[config.mk]
export PLATFORM = sky130hd
export DESIGN_NAME = drum_pattern_step_sequencer_flat
export DESIGN_NICKNAME = d
export VERILOG_FILES = /design/src/hw/rtl/dpss_pkg.sv /design/src/hw/rtl/dpss_cmd_if.sv /design/src/hw/rtl/dpss_res_if.sv /design/src/hw/rtl/dpss_step_decode.sv /design/src/hw/rtl/drum_pattern_step_sequencer.sv /design/src/flat_wrapper.sv
export SDC_FILE = /design/constraint.sdc
export NUM_CORES = 1
export LEC_CHECK = 0
export BUFFER_PORTS_ARGS = -buffer_cell sky130_fd_sc_hd__buf_2
export CAP_MARGIN = 40
export CORE_UTILIZATION = 38
export CTS_CLUSTER_DIAMETER = 60
export DETAILED_ROUTE_END_ITERATION = 6
export HOLD_SLACK_MARGIN = 0.12
export SLEW_MARGIN = 15
export SYNTH_ARGS = -nofsm -noshare
export SYNTH_HDL_FRONTEND = slang
export SYNTH_SLANG_ARGS = --single-unit
export TNS_END_PERCENT = 5
[constraint.sdc]
create_clock -name clk -period 14.7 [get_ports clk]
set_input_delay 2.205 -clock clk [delete_from_list [all_inputs] [get_ports clk]]
set_output_delay 2.205 -clock clk [all_outputs]
set_load 0.02 [all_outputs]
[src/hw/rtl/dpss_pkg.sv]
// Shared types, constants and pattern tables for the drum pattern step sequencer.
// No dependencies; imported by dpss_step_decode and drum_pattern_step_sequencer.
package dpss_pkg;

    localparam int LOOP_STEPS      = 32;
    localparam int BAR_STEPS       = 16;
    localparam int RHYTHM_COUNT    = 6;
    localparam int PHASE_FRAC_BITS = 8;

    localparam int STEP_W   = 5;
    localparam int PHASE_W  = 24;
    localparam int SUM_W    = PHASE_W + 1;
    localparam int RSEL_W   = 3;
    localparam int CFG_W    = 24;
    localparam int BAR_W    = $clog2(BAR_STEPS);

    localparam logic [SUM_W-1:0]   PHASE_ONE      = SUM_W'(1) << PHASE_FRAC_BITS;
    localparam logic [PHASE_W-1:0] PERIOD_RESET   = 24'd1536000;
    localparam logic [6:0]         DEFAULT_ROOT   = 7'd45;
    localparam logic [3:0]         NO_BASS        = 4'd8;

    typedef enum logic [2:0] {
        CMD_TICK          = 3'd0,
        CMD_SYNCHRO       = 3'd1,
        CMD_SPLIT_NOTE_ON = 3'd2,
        CMD_START         = 3'd3,
        CMD_STOP          = 3'd4,
        CMD_SPLIT_RELEASE = 3'd5,
        CMD_FILL_LEVEL    = 3'd6
    } command_t;

    typedef enum logic [1:0] {
        TR_STOPPED = 2'd0,
        TR_ARMED   = 2'd1,
        TR_PLAYING = 2'd2
    } transport_t;

    typedef enum logic [1:0] {
        FILL_NORMAL = 2'd0,
        FILL_KICKS  = 2'd1,
        FILL_SNARES = 2'd2
    } fill_t;

    // register indexes on the configuration port
    localparam logic REG_RHYTHM_SELECT = 1'b0;
    localparam logic REG_STEP_PERIOD   = 1'b1;

    typedef struct packed {
        logic       kick;
        logic       snare;
        logic       hat_open;
        logic       hat_closed;
        logic       bass;
        logic [7:0] note;
    } fire_t;

    localparam logic [31:0] KICK_ROWS [RHYTHM_COUNT] = '{
        32'h41041041, 32'h00010001, 32'h09010901,
        32'h01010101, 32'h04410441, 32'h41410141 };
    localparam logic [31:0] SNARE_ROWS [RHYTHM_COUNT] = '{
        32'h04104104, 32'h01100110, 32'h10101010,
        32'h10101010, 32'h90101010, 32'h10101010 };
    localparam logic [31:0] CLOSED_ROWS [RHYTHM_COUNT] = '{
        32'h55555555, 32'h01110111, 32'h92499249,
        32'h55555555, 32'hFFFFFFFF, 32'h55555555 };
    localparam logic [31:0] OPEN_ROWS [RHYTHM_COUNT] = '{
        32'h00000000, 32'h00000000, 32'h40000000,
        32'h40000000, 32'h00000000, 32'h40004000 };

    // bass offset per step, 8 = no bass note on that step
    localparam logic [3:0] BASS_ROWS [RHYTHM_COUNT][32] = '{
        '{0,8,8,8,8,8,7,8, 8,8,8,8,5,8,8,8, 8,8,3,8,8,8,8,8, 0,8,8,8,8,8,7,8},
        '{0,8,8,8,7,8,8,8, 7,8,8,8,8,8,8,8, 0,8,8,8,7,8,8,8, 7,8,8,8,8,8,8,8},
        '{0,8,8,8,3,8,8,8, 5,8,8,8,7,8,8,8, 0,8,8,8,3,8,8,8, 5,8,8,8,7,8,8,8},
        '{0,8,8,8,0,8,8,8, 7,8,8,8,5,8,8,8, 0,8,8,8,0,8,8,8, 7,8,8,8,3,8,8,8},
        '{0,8,8,8,8,8,7,8, 0,8,8,8,5,8,8,8, 0,8,8,8,8,8,7,8, 0,8,8,8,5,8,3,8},
        '{0,8,0,8,7,8,0,8, 0,8,3,8,7,8,5,8, 0,8,0,8,7,8,0,8, 0,8,3,8,5,8,3,8} };

    // Pattern ROM byte: bit0 kick, bit1 snare, bit2 closed hat, bit3 open hat,
    // bit4 bass valid, bits 7..5 bass offset. Empty for unused rhythm codes.
    function automatic logic [7:0] rom_entry(input logic [RSEL_W-1:0] r,
                                             input logic [STEP_W-1:0] s);
        logic [3:0] off;
        logic [7:0] e;
        off = NO_BASS;
        e   = '0;
        if (r < RSEL_W'(RHYTHM_COUNT))
        begin
            off  = BASS_ROWS[r][s];
            e[0] = KICK_ROWS[r][s];
            e[1] = SNARE_ROWS[r][s];
            e[2] = CLOSED_ROWS[r][s];
            e[3] = OPEN_ROWS[r][s];
            if (off < NO_BASS)
            begin
                e[4]   = 1'b1;
                e[7:5] = off[2:0];
            end
        end
        return e;
    endfunction

endpackage

[src/hw/rtl/dpss_cmd_if.sv]
// Command channel: valid/ready handshake carrying one command beat.
// No dependencies.
interface dpss_cmd_if;
    logic              valid;
    logic              ready;
    logic [2:0]        command;
    logic              fill_button;
    logic signed [7:0] chord_root;

    modport source (output valid, output command, output fill_button, output chord_root,
                    input ready);
    modport sink   (input valid, input command, input fill_button, input chord_root,
                    output ready);
endinterface

[src/hw/rtl/dpss_res_if.sv]
// Result channel: valid/ready handshake carrying triggers and status per beat.
// No dependencies.
interface dpss_res_if;
    logic       valid;
    logic       ready;
    logic       kick_fire;
    logic       snare_fire;
    logic       hat_open_fire;
    logic       hat_closed_fire;
    logic       bass_fire;
    logic [7:0] bass_note;
    logic [4:0] step_index;
    logic [1:0] transport_state;
    logic [1:0] fill_state;

    modport source (output valid, output kick_fire, output snare_fire,
                    output hat_open_fire, output hat_closed_fire, output bass_fire,
                    output bass_note, output step_index, output transport_state,
                    output fill_state, input ready);
    modport sink   (input valid, input kick_fire, input snare_fire,
                    input hat_open_fire, input hat_closed_fire, input bass_fire,
                    input bass_note, input step_index, input transport_state,
                    input fill_state, output ready);
endinterface

[src/hw/rtl/dpss_step_decode.sv]
// Step decode: pattern ROM lookup, fill overrides, hat priority and bass note.
// Depends on dpss_pkg.
module dpss_step_decode
(
    input  logic [dpss_pkg::RSEL_W-1:0] rhythm,
    input  logic [dpss_pkg::STEP_W-1:0] step,
    input  dpss_pkg::fill_t             fill_mode,
    input  logic signed [7:0]           root,
    output dpss_pkg::fire_t             fire
);
    import dpss_pkg::*;

    logic [7:0] entry;
    logic [6:0] root_note;

    assign entry     = rom_entry(rhythm, step);
    assign root_note = root[7] ? DEFAULT_ROOT : root[6:0];

    always_comb
    begin
        fire.kick       = (fill_mode == FILL_KICKS)  ? (step[1:0] == 2'b00) : entry[0];
        fire.snare      = (fill_mode == FILL_SNARES) ? (step[0] == 1'b0)    : entry[1];
        fire.hat_open   = entry[3];
        fire.hat_closed = entry[2] & ~entry[3];
        fire.bass       = entry[4];
        fire.note       = entry[4] ? ({1'b0, root_note} + {5'b0, entry[7:5]}) : 8'd0;
    end

endmodule

[src/hw/rtl/drum_pattern_step_sequencer.sv]
// Drum pattern step sequencer top level: command register, transport/fill state,
// phase accumulator, step decode and result register. Depends on dpss_pkg,
// dpss_cmd_if, dpss_res_if and dpss_step_decode.
// A command beat is held in the command register, then in the result register.
// Throughput: one beat per cycle unless res.ready holds a full result register;
// set by the state update between the registers. Reset: transport stopped, phase,
// step and fill state cleared, rhythm 0, step period 1536000 (6000.0 samples).
module drum_pattern_step_sequencer
(
    input  logic                        clk,
    input  logic                        rst_n,
    input  logic                        cfg_we,
    input  logic                        cfg_index,
    input  logic [dpss_pkg::CFG_W-1:0]  cfg_data,
    dpss_cmd_if.sink                    cmd,
    dpss_res_if.source                  res
);
    import dpss_pkg::*;

    // ---------------- configuration registers ----------------
    logic [RSEL_W-1:0]  rhythm_reg;
    logic [PHASE_W-1:0] period_reg;

    always_ff @(posedge clk or negedge rst_n)
    begin
        if (!rst_n)
        begin
            rhythm_reg <= '0;
            period_reg <= PERIOD_RESET;
        end
        else if (cfg_we)
        begin
            if (cfg_index == REG_RHYTHM_SELECT)
                rhythm_reg <= cfg_data[RSEL_W-1:0];
            else
                period_reg <= cfg_data[PHASE_W-1:0];
        end
    end

    // ---------------- command register ----------------
    // Holds one accepted beat; refilled in the same cycle it is consumed.
    logic              in_vld_reg;
    logic [2:0]        cmd_reg;
    logic              btn_reg;
    logic signed [7:0] root_reg;
    logic              out_vld_reg;
    logic              advance;

    assign advance   = in_vld_reg & (~out_vld_reg | res.ready);
    assign cmd.ready = ~in_vld_reg | advance;

    always_ff @(posedge clk or negedge rst_n)
    begin
        if (!rst_n)
            in_vld_reg <= 1'b0;
        else if (cmd.ready)
            in_vld_reg <= cmd.valid;
    end

    always_ff @(posedge clk)
    begin
        if (cmd.valid && cmd.ready)
        begin
            cmd_reg  <= cmd.command;
            btn_reg  <= cmd.fill_button;
            root_reg <= cmd.chord_root;
        end
    end

    // ---------------- sequencer state ----------------
    transport_t         transport_reg, transport_next;
    logic [PHASE_W-1:0] phase_reg,     phase_next;
    logic [STEP_W-1:0]  step_reg,      step_next;
    fill_t              fill_reg,      fill_next;
    logic               prev_lvl_reg,  prev_lvl_next;
    logic               ret_pend_reg,  ret_pend_next;
    logic               fire_en;
    logic [SUM_W-1:0]   sum;
    fire_t              dec_fire;
    fire_t              fire;

    always_comb
    begin
        transport_next = transport_reg;
        phase_next     = phase_reg;
        step_next      = step_reg;
        fill_next      = fill_reg;
        prev_lvl_next  = prev_lvl_reg;
        ret_pend_next  = ret_pend_reg;
        fire_en        = 1'b0;
        sum            = {1'b0, phase_reg} + PHASE_ONE;

        unique case (command_t'(cmd_reg))
            CMD_TICK:
            begin
                if (transport_reg == TR_PLAYING)
                begin
                    // at most one step per tick; excess phase carries over
                    if (sum >= {1'b0, period_reg})
                    begin
                        sum = sum - {1'b0, period_reg};
                        step_next = (step_reg == STEP_W'(LOOP_STEPS - 1)) ? '0
                                                                            : step_reg + 1'b1;
                        // bar line: pending fill return takes effect once released
                        if (step_next[BAR_W-1:0] == '0 && ret_pend_reg && !prev_lvl_reg)
                        begin
                            fill_next     = FILL_NORMAL;
                            ret_pend_next = 1'b0;
                        end
                        fire_en = 1'b1;
                    end
                    phase_next = sum[PHASE_W] ? '1 : sum[PHASE_W-1:0];
                end
            end
            CMD_SYNCHRO:
            begin
                if (transport_reg == TR_STOPPED)
                    transport_next = TR_ARMED;
            end
            CMD_SPLIT_NOTE_ON, CMD_START:
            begin
                // split note only restarts when not already playing
                if (cmd_reg == CMD_START || transport_reg != TR_PLAYING)
                begin
                    transport_next = TR_PLAYING;
                    step_next      = '0;
                    phase_next     = '0;
                    fire_en        = 1'b1;
                end
            end
            CMD_STOP:
                transport_next = TR_STOPPED;
            CMD_SPLIT_RELEASE:
            begin
                if (transport_reg == TR_ARMED)
                    transport_next = TR_STOPPED;
            end
            CMD_FILL_LEVEL:
            begin
                if (btn_reg && !prev_lvl_reg)
                begin
                    fill_next     = (fill_reg == FILL_KICKS) ? FILL_SNARES : FILL_KICKS;
                    ret_pend_next = 1'b0;
                end
                else if (!btn_reg && prev_lvl_reg)
                    ret_pend_next = 1'b1;
                prev_lvl_next = btn_reg;
            end
            default:
            begin
                // unused code: state reported unchanged, nothing fires
            end
        endcase
    end

    // decode sees the step and fill mode as they stand after this beat
    dpss_step_decode u_decode
    (
        .rhythm    (rhythm_reg),
        .step      (step_next),
        .fill_mode (fill_next),
        .root      (root_reg),
        .fire      (dec_fire)
    );

    assign fire = fire_en ? dec_fire : '0;

    always_ff @(posedge clk or negedge rst_n)
    begin
        if (!rst_n)
        begin
            transport_reg <= TR_STOPPED;
            phase_reg     <= '0;
            step_reg      <= '0;
            fill_reg      <= FILL_NORMAL;
            prev_lvl_reg  <= 1'b0;
            ret_pend_reg  <= 1'b0;
        end
        else if (advance)
        begin
            transport_reg <= transport_next;
            phase_reg     <= phase_next;
            step_reg      <= step_next;
            fill_reg      <= fill_next;
            prev_lvl_reg  <= prev_lvl_next;
            ret_pend_reg  <= ret_pend_next;
        end
    end

    // ---------------- result register ----------------
    fire_t              fire_out_reg;
    logic [STEP_W-1:0]  step_out_reg;
    transport_t         transport_out_reg;
    fill_t              fill_out_reg;

    always_ff @(posedge clk or negedge rst_n)
    begin
        if (!rst_n)
            out_vld_reg <= 1'b0;
        else if (advance)
            out_vld_reg <= 1'b1;
        else if (res.ready)
            out_vld_reg <= 1'b0;
    end

    always_ff @(posedge clk)
    begin
        if (advance)
        begin
            fire_out_reg      <= fire;
            step_out_reg      <= step_next;
            transport_out_reg <= transport_next;
            fill_out_reg      <= fill_next;
        end
    end

    assign res.valid           = out_vld_reg;
    assign res.kick_fire       = fire_out_reg.kick;
    assign res.snare_fire      = fire_out_reg.snare;
    assign res.hat_open_fire   = fire_out_reg.hat_open;
    assign res.hat_closed_fire = fire_out_reg.hat_closed;
    assign res.bass_fire       = fire_out_reg.bass;
    assign res.bass_note       = fire_out_reg.note;
    assign res.step_index      = step_out_reg;
    assign res.transport_state = transport_out_reg;
    assign res.fill_state      = fill_out_reg;

    // ---------------- assertions ----------------
    // open hat wins over closed hat
    a_hat_excl: assert property (@(posedge clk) disable iff (!rst_n)
        res.valid |-> !(res.hat_open_fire && res.hat_closed_fire))
        else $error("open and closed hat fired together");

    // a bass note number only travels with a bass trigger
    a_note_zero: assert property (@(posedge clk) disable iff (!rst_n)
        (res.valid && !res.bass_fire) |-> (res.bass_note == 8'd0))
        else $error("bass note without bass trigger");

    // triggers only come while playing
    a_fire_play: assert property (@(posedge clk) disable iff (!rst_n)
        (res.valid && (res.kick_fire || res.snare_fire || res.hat_open_fire
                       || res.hat_closed_fire || res.bass_fire))
        |-> (res.transport_state == TR_PLAYING))
        else $error("trigger while not playing");

    // step counter moves only when a beat is processed
    a_step_hold: assert property (@(posedge clk) disable iff (!rst_n)
        !advance |=> $stable(step_reg))
        else $error("step counter moved without a beat");

endmodule
[src/flat_wrapper.sv]
// flat-port wrapper written by rule: the top's interface ports become plain ports
module drum_pattern_step_sequencer_flat import dpss_pkg::*;
  (clk, rst_n, cfg_we, cfg_index, cfg_data, cmd_valid, cmd_command, cmd_fill_button, cmd_chord_root, cmd_ready, res_valid, res_kick_fire, res_snare_fire, res_hat_open_fire, res_hat_closed_fire, res_bass_fire, res_bass_note, res_step_index, res_transport_state, res_fill_state, res_ready);
  dpss_cmd_if cmd_i ();
  dpss_res_if res_i ();
  input  logic clk;
  input  logic rst_n;
  input  logic cfg_we;
  input  logic cfg_index;
  input  logic [dpss_pkg::CFG_W-1:0] cfg_data;
  input wire logic [$bits(cmd_i.valid)-1:0] cmd_valid;
  input wire logic [$bits(cmd_i.command)-1:0] cmd_command;
  input wire logic [$bits(cmd_i.fill_button)-1:0] cmd_fill_button;
  input wire logic [$bits(cmd_i.chord_root)-1:0] cmd_chord_root;
  output wire logic [$bits(cmd_i.ready)-1:0] cmd_ready;
  output wire logic [$bits(res_i.valid)-1:0] res_valid;
  output wire logic [$bits(res_i.kick_fire)-1:0] res_kick_fire;
  output wire logic [$bits(res_i.snare_fire)-1:0] res_snare_fire;
  output wire logic [$bits(res_i.hat_open_fire)-1:0] res_hat_open_fire;
  output wire logic [$bits(res_i.hat_closed_fire)-1:0] res_hat_closed_fire;
  output wire logic [$bits(res_i.bass_fire)-1:0] res_bass_fire;
  output wire logic [$bits(res_i.bass_note)-1:0] res_bass_note;
  output wire logic [$bits(res_i.step_index)-1:0] res_step_index;
  output wire logic [$bits(res_i.transport_state)-1:0] res_transport_state;
  output wire logic [$bits(res_i.fill_state)-1:0] res_fill_state;
  input wire logic [$bits(res_i.ready)-1:0] res_ready;
  assign cmd_i.valid = cmd_valid;
  assign cmd_i.command = cmd_command;
  assign cmd_i.fill_button = cmd_fill_button;
  assign cmd_i.chord_root = cmd_chord_root;
  assign cmd_ready = cmd_i.ready;
  assign res_valid = res_i.valid;
  assign res_kick_fire = res_i.kick_fire;
  assign res_snare_fire = res_i.snare_fire;
  assign res_hat_open_fire = res_i.hat_open_fire;
  assign res_hat_closed_fire = res_i.hat_closed_fire;
  assign res_bass_fire = res_i.bass_fire;
  assign res_bass_note = res_i.bass_note;
  assign res_step_index = res_i.step_index;
  assign res_transport_state = res_i.transport_state;
  assign res_fill_state = res_i.fill_state;
  assign res_i.ready = res_ready;
  drum_pattern_step_sequencer u_core (.clk(clk), .rst_n(rst_n), .cfg_we(cfg_we), .cfg_index(cfg_index), .cfg_data(cfg_data), .cmd(cmd_i), .res(res_i));
endmodule
==> impl_metrics.env, run 1 <==
export IMPL_wirelength_um=18220
export IMPL_dpl_cell_area_um2=7780
export IMPL_max_stage_delay_ns=0.48
export IMPL_timing_hold_ws_ns=0.5026
export IMPL_setup_viol=0
export IMPL_grt_max_degree=43
export IMPL_synth_warnings=0
export IMPL_path_cells="nand3_1, nor3_1, nand4_1, nor2_1, xor2_1, ha_1, and3_1, a21oi_1, nand2_4, o311a_4, nor2_4, inv_2, a31o_1, o211ai_2, o211ai_2, or3b_1, fa_1, nor2b_1, o22ai_1, nor2_1, xnor2_1, nor4_1"
export IMPL_cp_end_kind="register"
export IMPL_diodes=0
export IMPL_yosysTopAreaCell="dfrtp_1"
export IMPL_portBuffers=65
export IMPL_setup_tns_ns=0
export IMPL_regToRegEndpoint="u_core.res.bass_note[6]"
export IMPL_seq_area_frac_synth_pct=36.40
export IMPL_grt_pass1_vias=5766
export IMPL_clkTransAtPathRegs_ns=0.07
export IMPL_cp_max_fo=23
export IMPL_grt_pass1_wl_um=29940
export IMPL_pre_cts_ws_ns=8.339
export IMPL_ff2ff_setup_slack_ns=8.24
export IMPL_finalInstanceArea_um2=8088
export IMPL_drtPass1Iterations=7
export IMPL_fin_crit_ns=6.459
export IMPL_synth_cell_types=94
export IMPL_period_share_pct=43.94
export IMPL_powerDensity_nw_per_um2=158.3
export IMPL_path_class="register to register"
export IMPL_final_max_slew_viol_count=0
export IMPL_gr_total_overflow=0
export IMPL_skew_ns=0.008039
export IMPL_cts_tree="built"
export IMPL_syn_area_per_cell_um2=9.221
export IMPL_synth_flop_cell="dfrtp_1"
export IMPL_synthToLayoutAreaGrowth_pct=11.87
export IMPL_pin_count=66
export IMPL_cp_slowest_cell="nor3_1"
export IMPL_setup_slack_ns=8.241
export IMPL_endpoint="u_core.res.bass_note[6]"
export IMPL_post_cts_buffers=0
export IMPL_peakVddDrop_mv=0.05731
export IMPL_layout_nets=913
export IMPL_die_area_um2=19580
export IMPL_relSlewSlack_pct=52.24
export IMPL_reg2reg_depth=22
export IMPL_core_um2=18710
export IMPL_final_util_pct=43.24
export IMPL_required_ns=14.79
export IMPL_cts_inserted_buffers=9
export IMPL_crit_buf_inv=1
export IMPL_violations="design-rule violations"
export IMPL_synth_edff_count=34
export IMPL_holdCritPathClass="register to register"
export IMPL_antenna_left=0
export IMPL_synth_area_leaders="dfrtp_1, edfxtp_1, ha_1, nand2_1, mux2_2"
export IMPL_startpoint_type="register"
export IMPL_cellLeakagePower_uw=0.003534
export IMPL_htree_levels=3
export IMPL_vias=6146
export IMPL_arrival_ns=6.55
export IMPL_synth_nets=864
export IMPL_drc=2
export IMPL_cts_root_buf="clkbuf_16"
export IMPL_worst_pin_slew_ns=0.7164
export IMPL_rsz0062_at_grt="false"
export IMPL_via_per_inst=5.733
export IMPL_drive_gt1_share_pct=19.21
export IMPL_hpwl_um=13350
export IMPL_cts_sinks=98
export IMPL_netlist_area_um2=7229
export IMPL_fp_dieH_um=139.9
export IMPL_fp_row_count=50
export IMPL_netlist_instances=784
export IMPL_status="finished, violations left"
export IMPL_clk_path_buf_depth=2
export IMPL_cts_hold_buffers=0
export IMPL_crit_path_start="u_core.phase_reg[14]"
export IMPL_antenna_found_initial=0
export IMPL_wl_per_cell_um=17.00
export IMPL_hold_violations=0
export IMPL_async_flop_share_pct=65.31
export IMPL_gp_congestion=0.9320
export IMPL_initial_utilization_pct=38.65
export IMPL_ctsResizeCount=0
export IMPL_ys_seq_elements=98
export IMPL_chipWidth_um=139.9
export IMPL_clock_latency_ns=0.36
export IMPL_cp_depth=22
export IMPL_drtIter0Drc=660
export IMPL_reg2reg_from="u_core.phase_reg[14]"
export IMPL_synth_top_area_share_pct=19.73
export IMPL_maxCapViolCount=0
export IMPL_max_freq_mhz=154.8
export IMPL_grtUsageTotal_pct=19.18
export IMPL_crit_family="simple AND/OR/NAND/NOR gates"
[power by group]
part / switching [uW] / total [uW] / leakage, uW / internal [uW]
combinational: 378 / 640 / 0.00226 / 262
sequential: 50.1 / 391 / 0.00113 / 341
clock: 107 / 249 / 0.000149 / 141
[cells in the mapped netlist (21+ instances only)]
cell      instances
nand2_1          87
mux2_2           26
edfxtp_1         34
nand3_1          24
a21o_1           26
inv_1            40
clkbuf_1         21
dfrtp_1          57
o21ai_0          52
nor2_1           39
ha_1             36
xnor2_1          25
a21oi_1          47
[worst reg2reg max path, cell delays in order (launching register included)]
cell      delay (ns)
dfrtp_1         0.39
nand3_1         0.18
nor3_1          0.48
nand4_1         0.22
nor2_1          0.16
xor2_1          0.20
ha_1            0.32
and3_1          0.24
a21oi_1         0.39
nand2_4         0.15
o311a_4         0.36
nor2_4          0.48
inv_2           0.29
a31o_1          0.30
o211ai_2        0.15
o211ai_2        0.26
or3b_1          0.48
fa_1            0.45
nor2b_1         0.19
o22ai_1         0.15
nor2_1          0.15
xnor2_1         0.13
nor4_1          0.06
[per-layer routing]
| layer | track usage [%] | vias to the layer above | share of wire, % |
|---|---|---|---|
| met5 | 0 | - | 0 |
| met4 | 7.577 | 0 | 2.0 |
| li1 | - | 2994 | - |
| met2 | 28.89 | 210 | 44 |
| met3 | 2.803 | 33 | 5.1 |
| met1 | 27.58 | 2909 | 49 |
[layout make-up]
class	instances	area, um2
Tap cell	234	292.8
Inverter	46	172.7
Clock buffer	12	256.5
Timing Repair Buffer	74	432.9
Clock inverter	4	51.30
Multi-Input combinational cell	604	4250
Fill cell	1848	10620
Sequential cell	98	2631
[per-stage QoR]
stage	std cells	power (uW)
3_3_place_gp	1053	1027
3_5_place_dp	1056	1030
4_1_cts	1072	1287
2_1_floorplan	784	885.6
5_1_grt	1072	1376
6_report	1072	1280
[layout by cell type, fill, tap and decap left out, types with 4 or more instances in the layout]
cell,n
a211o_1,5
a211oi_1,11
a21o_1,26
a21oi_1,47
a22o_1,12
a31oi_1,9
and2_1,4
and3_1,4
buf_2,65
buf_4,6
clkbuf_16,9
dfrtp_1,57
dfstp_2,7
edfxtp_1,34
ha_1,36
inv_1,40
inv_2,4
mux2_2,26
nand2_1,87
nand2b_1,11
nand3_1,24
nand4_1,13
nor2_1,39
nor2b_1,11
nor3_1,18
nor3b_1,4
nor4_1,5
o2111ai_1,4
o211ai_1,8
o21a_1,4
o21ai_0,52
o21ai_1,9
o31ai_1,8
or2_2,4
or3_1,5
xnor2_1,25
xor2_1,17
[worst min-delay path by stage]
stage,startpoint,end,slack [ns],cells after the start
after floorplan,u_core.in_vld_reg,u_core.res.valid,0.46,1
after global placement,u_core.in_vld_reg,u_core.res.valid,0.48,1
after detailed placement,u_core.in_vld_reg,u_core.res.valid,0.49,1
after CTS,u_core.in_vld_reg,u_core.res.valid,0.51,1
after global routing,u_core.in_vld_reg,u_core.res.valid,0.52,1
final,u_core.phase_reg[0],u_core.phase_reg[0],0.50,1
[cells by family after synthesis]
family / after synthesis / share of synthesized area, %
simple gates: 253 / 17.90
buf+inv: 82 / 4.880
xor+xnor: 44 / 5.694
flops: 98 / 36.40
mux: 27 / 4.257
fa+ha+maj: 39 / 6.923
compound gates: 241 / 23.95
Power figures use the tool's default switching activity.
==> inputs of run 2 (changes only) <==
clock period = 6.7 ns   (was 14.7 ns; I/O delays follow)
==> impl_metrics.env, run 2 (synthesis gave the netlist of run 1 again) <==
export IMPL_maxCapViolCount=0
export IMPL_setup_slack_ns=0.5036
export IMPL_fp_dieH_um=139.9
export IMPL_wl_met2_um=7999
export IMPL_finalInstanceArea_um2=8130
export IMPL_violations="design-rule violations"
export IMPL_cts_hold_buffers=0
export IMPL_final_util_pct=43.46
export IMPL_fp_row_count=50
export IMPL_cp_end_kind="register"
export IMPL_clkTransAtPathRegs_ns=0.07
export IMPL_hold_violations=0
export IMPL_wl_met3_um=979
export IMPL_chipWidth_um=139.9
export IMPL_initial_utilization_pct=38.65
export IMPL_antenna_found_initial=1
export IMPL_crit_path_start="u_core.phase_reg[8]"
export IMPL_cp_max_fo=13
export IMPL_clock_latency_ns=0.36
export IMPL_reg2reg_depth=22
export IMPL_holdCritPathClass="register to register"
export IMPL_layout_commonest_cell="nand2_1"
export IMPL_wirelength_um=18370
export IMPL_htree_levels=3
export IMPL_top_layer="met5"
export IMPL_setup_tns_ns=0
export IMPL_regToRegEndpoint="u_core.res.bass_note[6]"
export IMPL_grt_pass1_wl_um=30330
export IMPL_whs_endpoint="u_core.res.valid"
export IMPL_period_share_pct=92.48
export IMPL_grt_pass1_vias=5861
export IMPL_cts_sinks=98
export IMPL_pre_cts_ws_ns=0.6244
export IMPL_cts_tree="built"
export IMPL_post_cts_buffers=0
export IMPL_cts_root_buf="clkbuf_16"
export IMPL_dpl_cell_area_um2=7833
export IMPL_grtUsageTotal_pct=19.49
export IMPL_clk_path_buf_depth=2
export IMPL_grt_max_degree=43
export IMPL_skew_ns=0.01074
export IMPL_ctsResizeCount=0
export IMPL_most_common_layout_cells="nand2_1, buf_2, dfrtp_1"
export IMPL_gp_congestion=0.8870
export IMPL_wl_per_cell_um=17.04
export IMPL_required_ns=6.79
export IMPL_portBuffers=65
export IMPL_reg2reg_from="u_core.phase_reg[8]"
export IMPL_path_class="register to register"
export IMPL_setup_viol=0
export IMPL_diodes=0
export IMPL_hpwl_um=13350
export IMPL_layout_nets=919
export IMPL_wl_met1_um=9022
export IMPL_min_path_cells=1
export IMPL_drc=2
export IMPL_antenna_left=0
export IMPL_cellLeakagePower_uw=0.003563
export IMPL_status="finished, violations left"
export IMPL_drtPass1Iterations=7
export IMPL_arrival_ns=6.29
export IMPL_drtIter0Drc=547
export IMPL_fill_cells=1809
export IMPL_finalPower_uw=2806
export IMPL_synthToLayoutAreaGrowth_pct=12.46
export IMPL_relSlewSlack_pct=50.18
export IMPL_peakVddDrop_mv=0.1490
export IMPL_gr_total_overflow=0
export IMPL_startpoint_type="register"
export IMPL_final_max_slew_viol_count=0
export IMPL_cts_inserted_buffers=9
export IMPL_ff2ff_setup_slack_ns=0.50
export IMPL_min_from="u_core.in_vld_reg"
export IMPL_drive_gt1_share_pct=19.79
export IMPL_vias=6122
export IMPL_rsz0062_at_grt="false"
export IMPL_worst_pin_slew_ns=0.7422
export IMPL_max_freq_mhz=161.4
export IMPL_via_per_inst=5.679
export IMPL_powerDensity_nw_per_um2=345.1
export IMPL_pin_count=66
export IMPL_fin_crit_ns=6.196
export IMPL_core_um2=18710
export IMPL_die_area_um2=19580
-- run 2: report_power, final --
group	switching [uW]	internal, uW	total (uW)
Clock	249	288	537
Combinational	834	581	1410
Sequential	107	748	855
Total	1190	1620	2810
-- run 2: cell type report --
type,instances,area (um2),share of cell area (%)
multi-input combinational,604,4250,52.28
sequential,98,2631,32.36
timing repair buffer,80,485.5,5.971
tap,234,292.8,3.601
clock buffer,12,267.8,3.293
inverter,46,172.7,2.124
clock inverter,4,30.03,0.3693
-- run 2: per-stage QoR --
stage / hold slack, ns / std cells
6_report: 0.4986 / 1078
5_1_grt: 0.5250 / 1078
4_1_cts: 0.5017 / 1078
3_5_place_dp: 0.4928 / 1062
3_3_place_gp: 0.4804 / 1059
2_1_floorplan: 0.4569 / 784
-- run 2: worst max-delay path by stage --
stage	end	slack [ns]	cells after the start
after floorplan	u_core.res.bass_note[6]	1.45	28
after global placement	u_core.res.bass_note[6]	0.77	23
after detailed placement	u_core.res.bass_note[6]	0.62	23
after CTS	u_core.res.bass_note[6]	0.58	23
after global routing	u_core.res.bass_note[6]	0.10	22
final	u_core.res.bass_note[6]	0.50	22
-- run 2: routing by layer --
layer | GRT usage (%) | vias to the layer above
li1 | - | 2994
met1 | 27.74 | 2913
met2 | 29.03 | 185
met3 | 3.897 | 28
met4 | 7.519 | 2
met5 | 0 | -
-- run 2: critical path, stage by stage (launching register included) --
cell and delay (ns):
dfrtp_1 0.42, ha_1 0.24, nand4_1 0.20, nor2_1 0.34, nand3_1 0.14, xnor2_1 0.20
ha_1 0.33, a21oi_1 0.15, o21ai_0 0.13, a21oi_1 0.42, and4_4 0.31, a31oi_1 0.18
a211oi_1 0.57, a221oi_1 0.19, nor4_2 0.26, o211ai_2 0.30, or3b_1 0.48, fa_1 0.44
nor2b_1 0.17, o22ai_1 0.13, nor2_1 0.15, xnor2_1 0.13, nor4_1 0.06
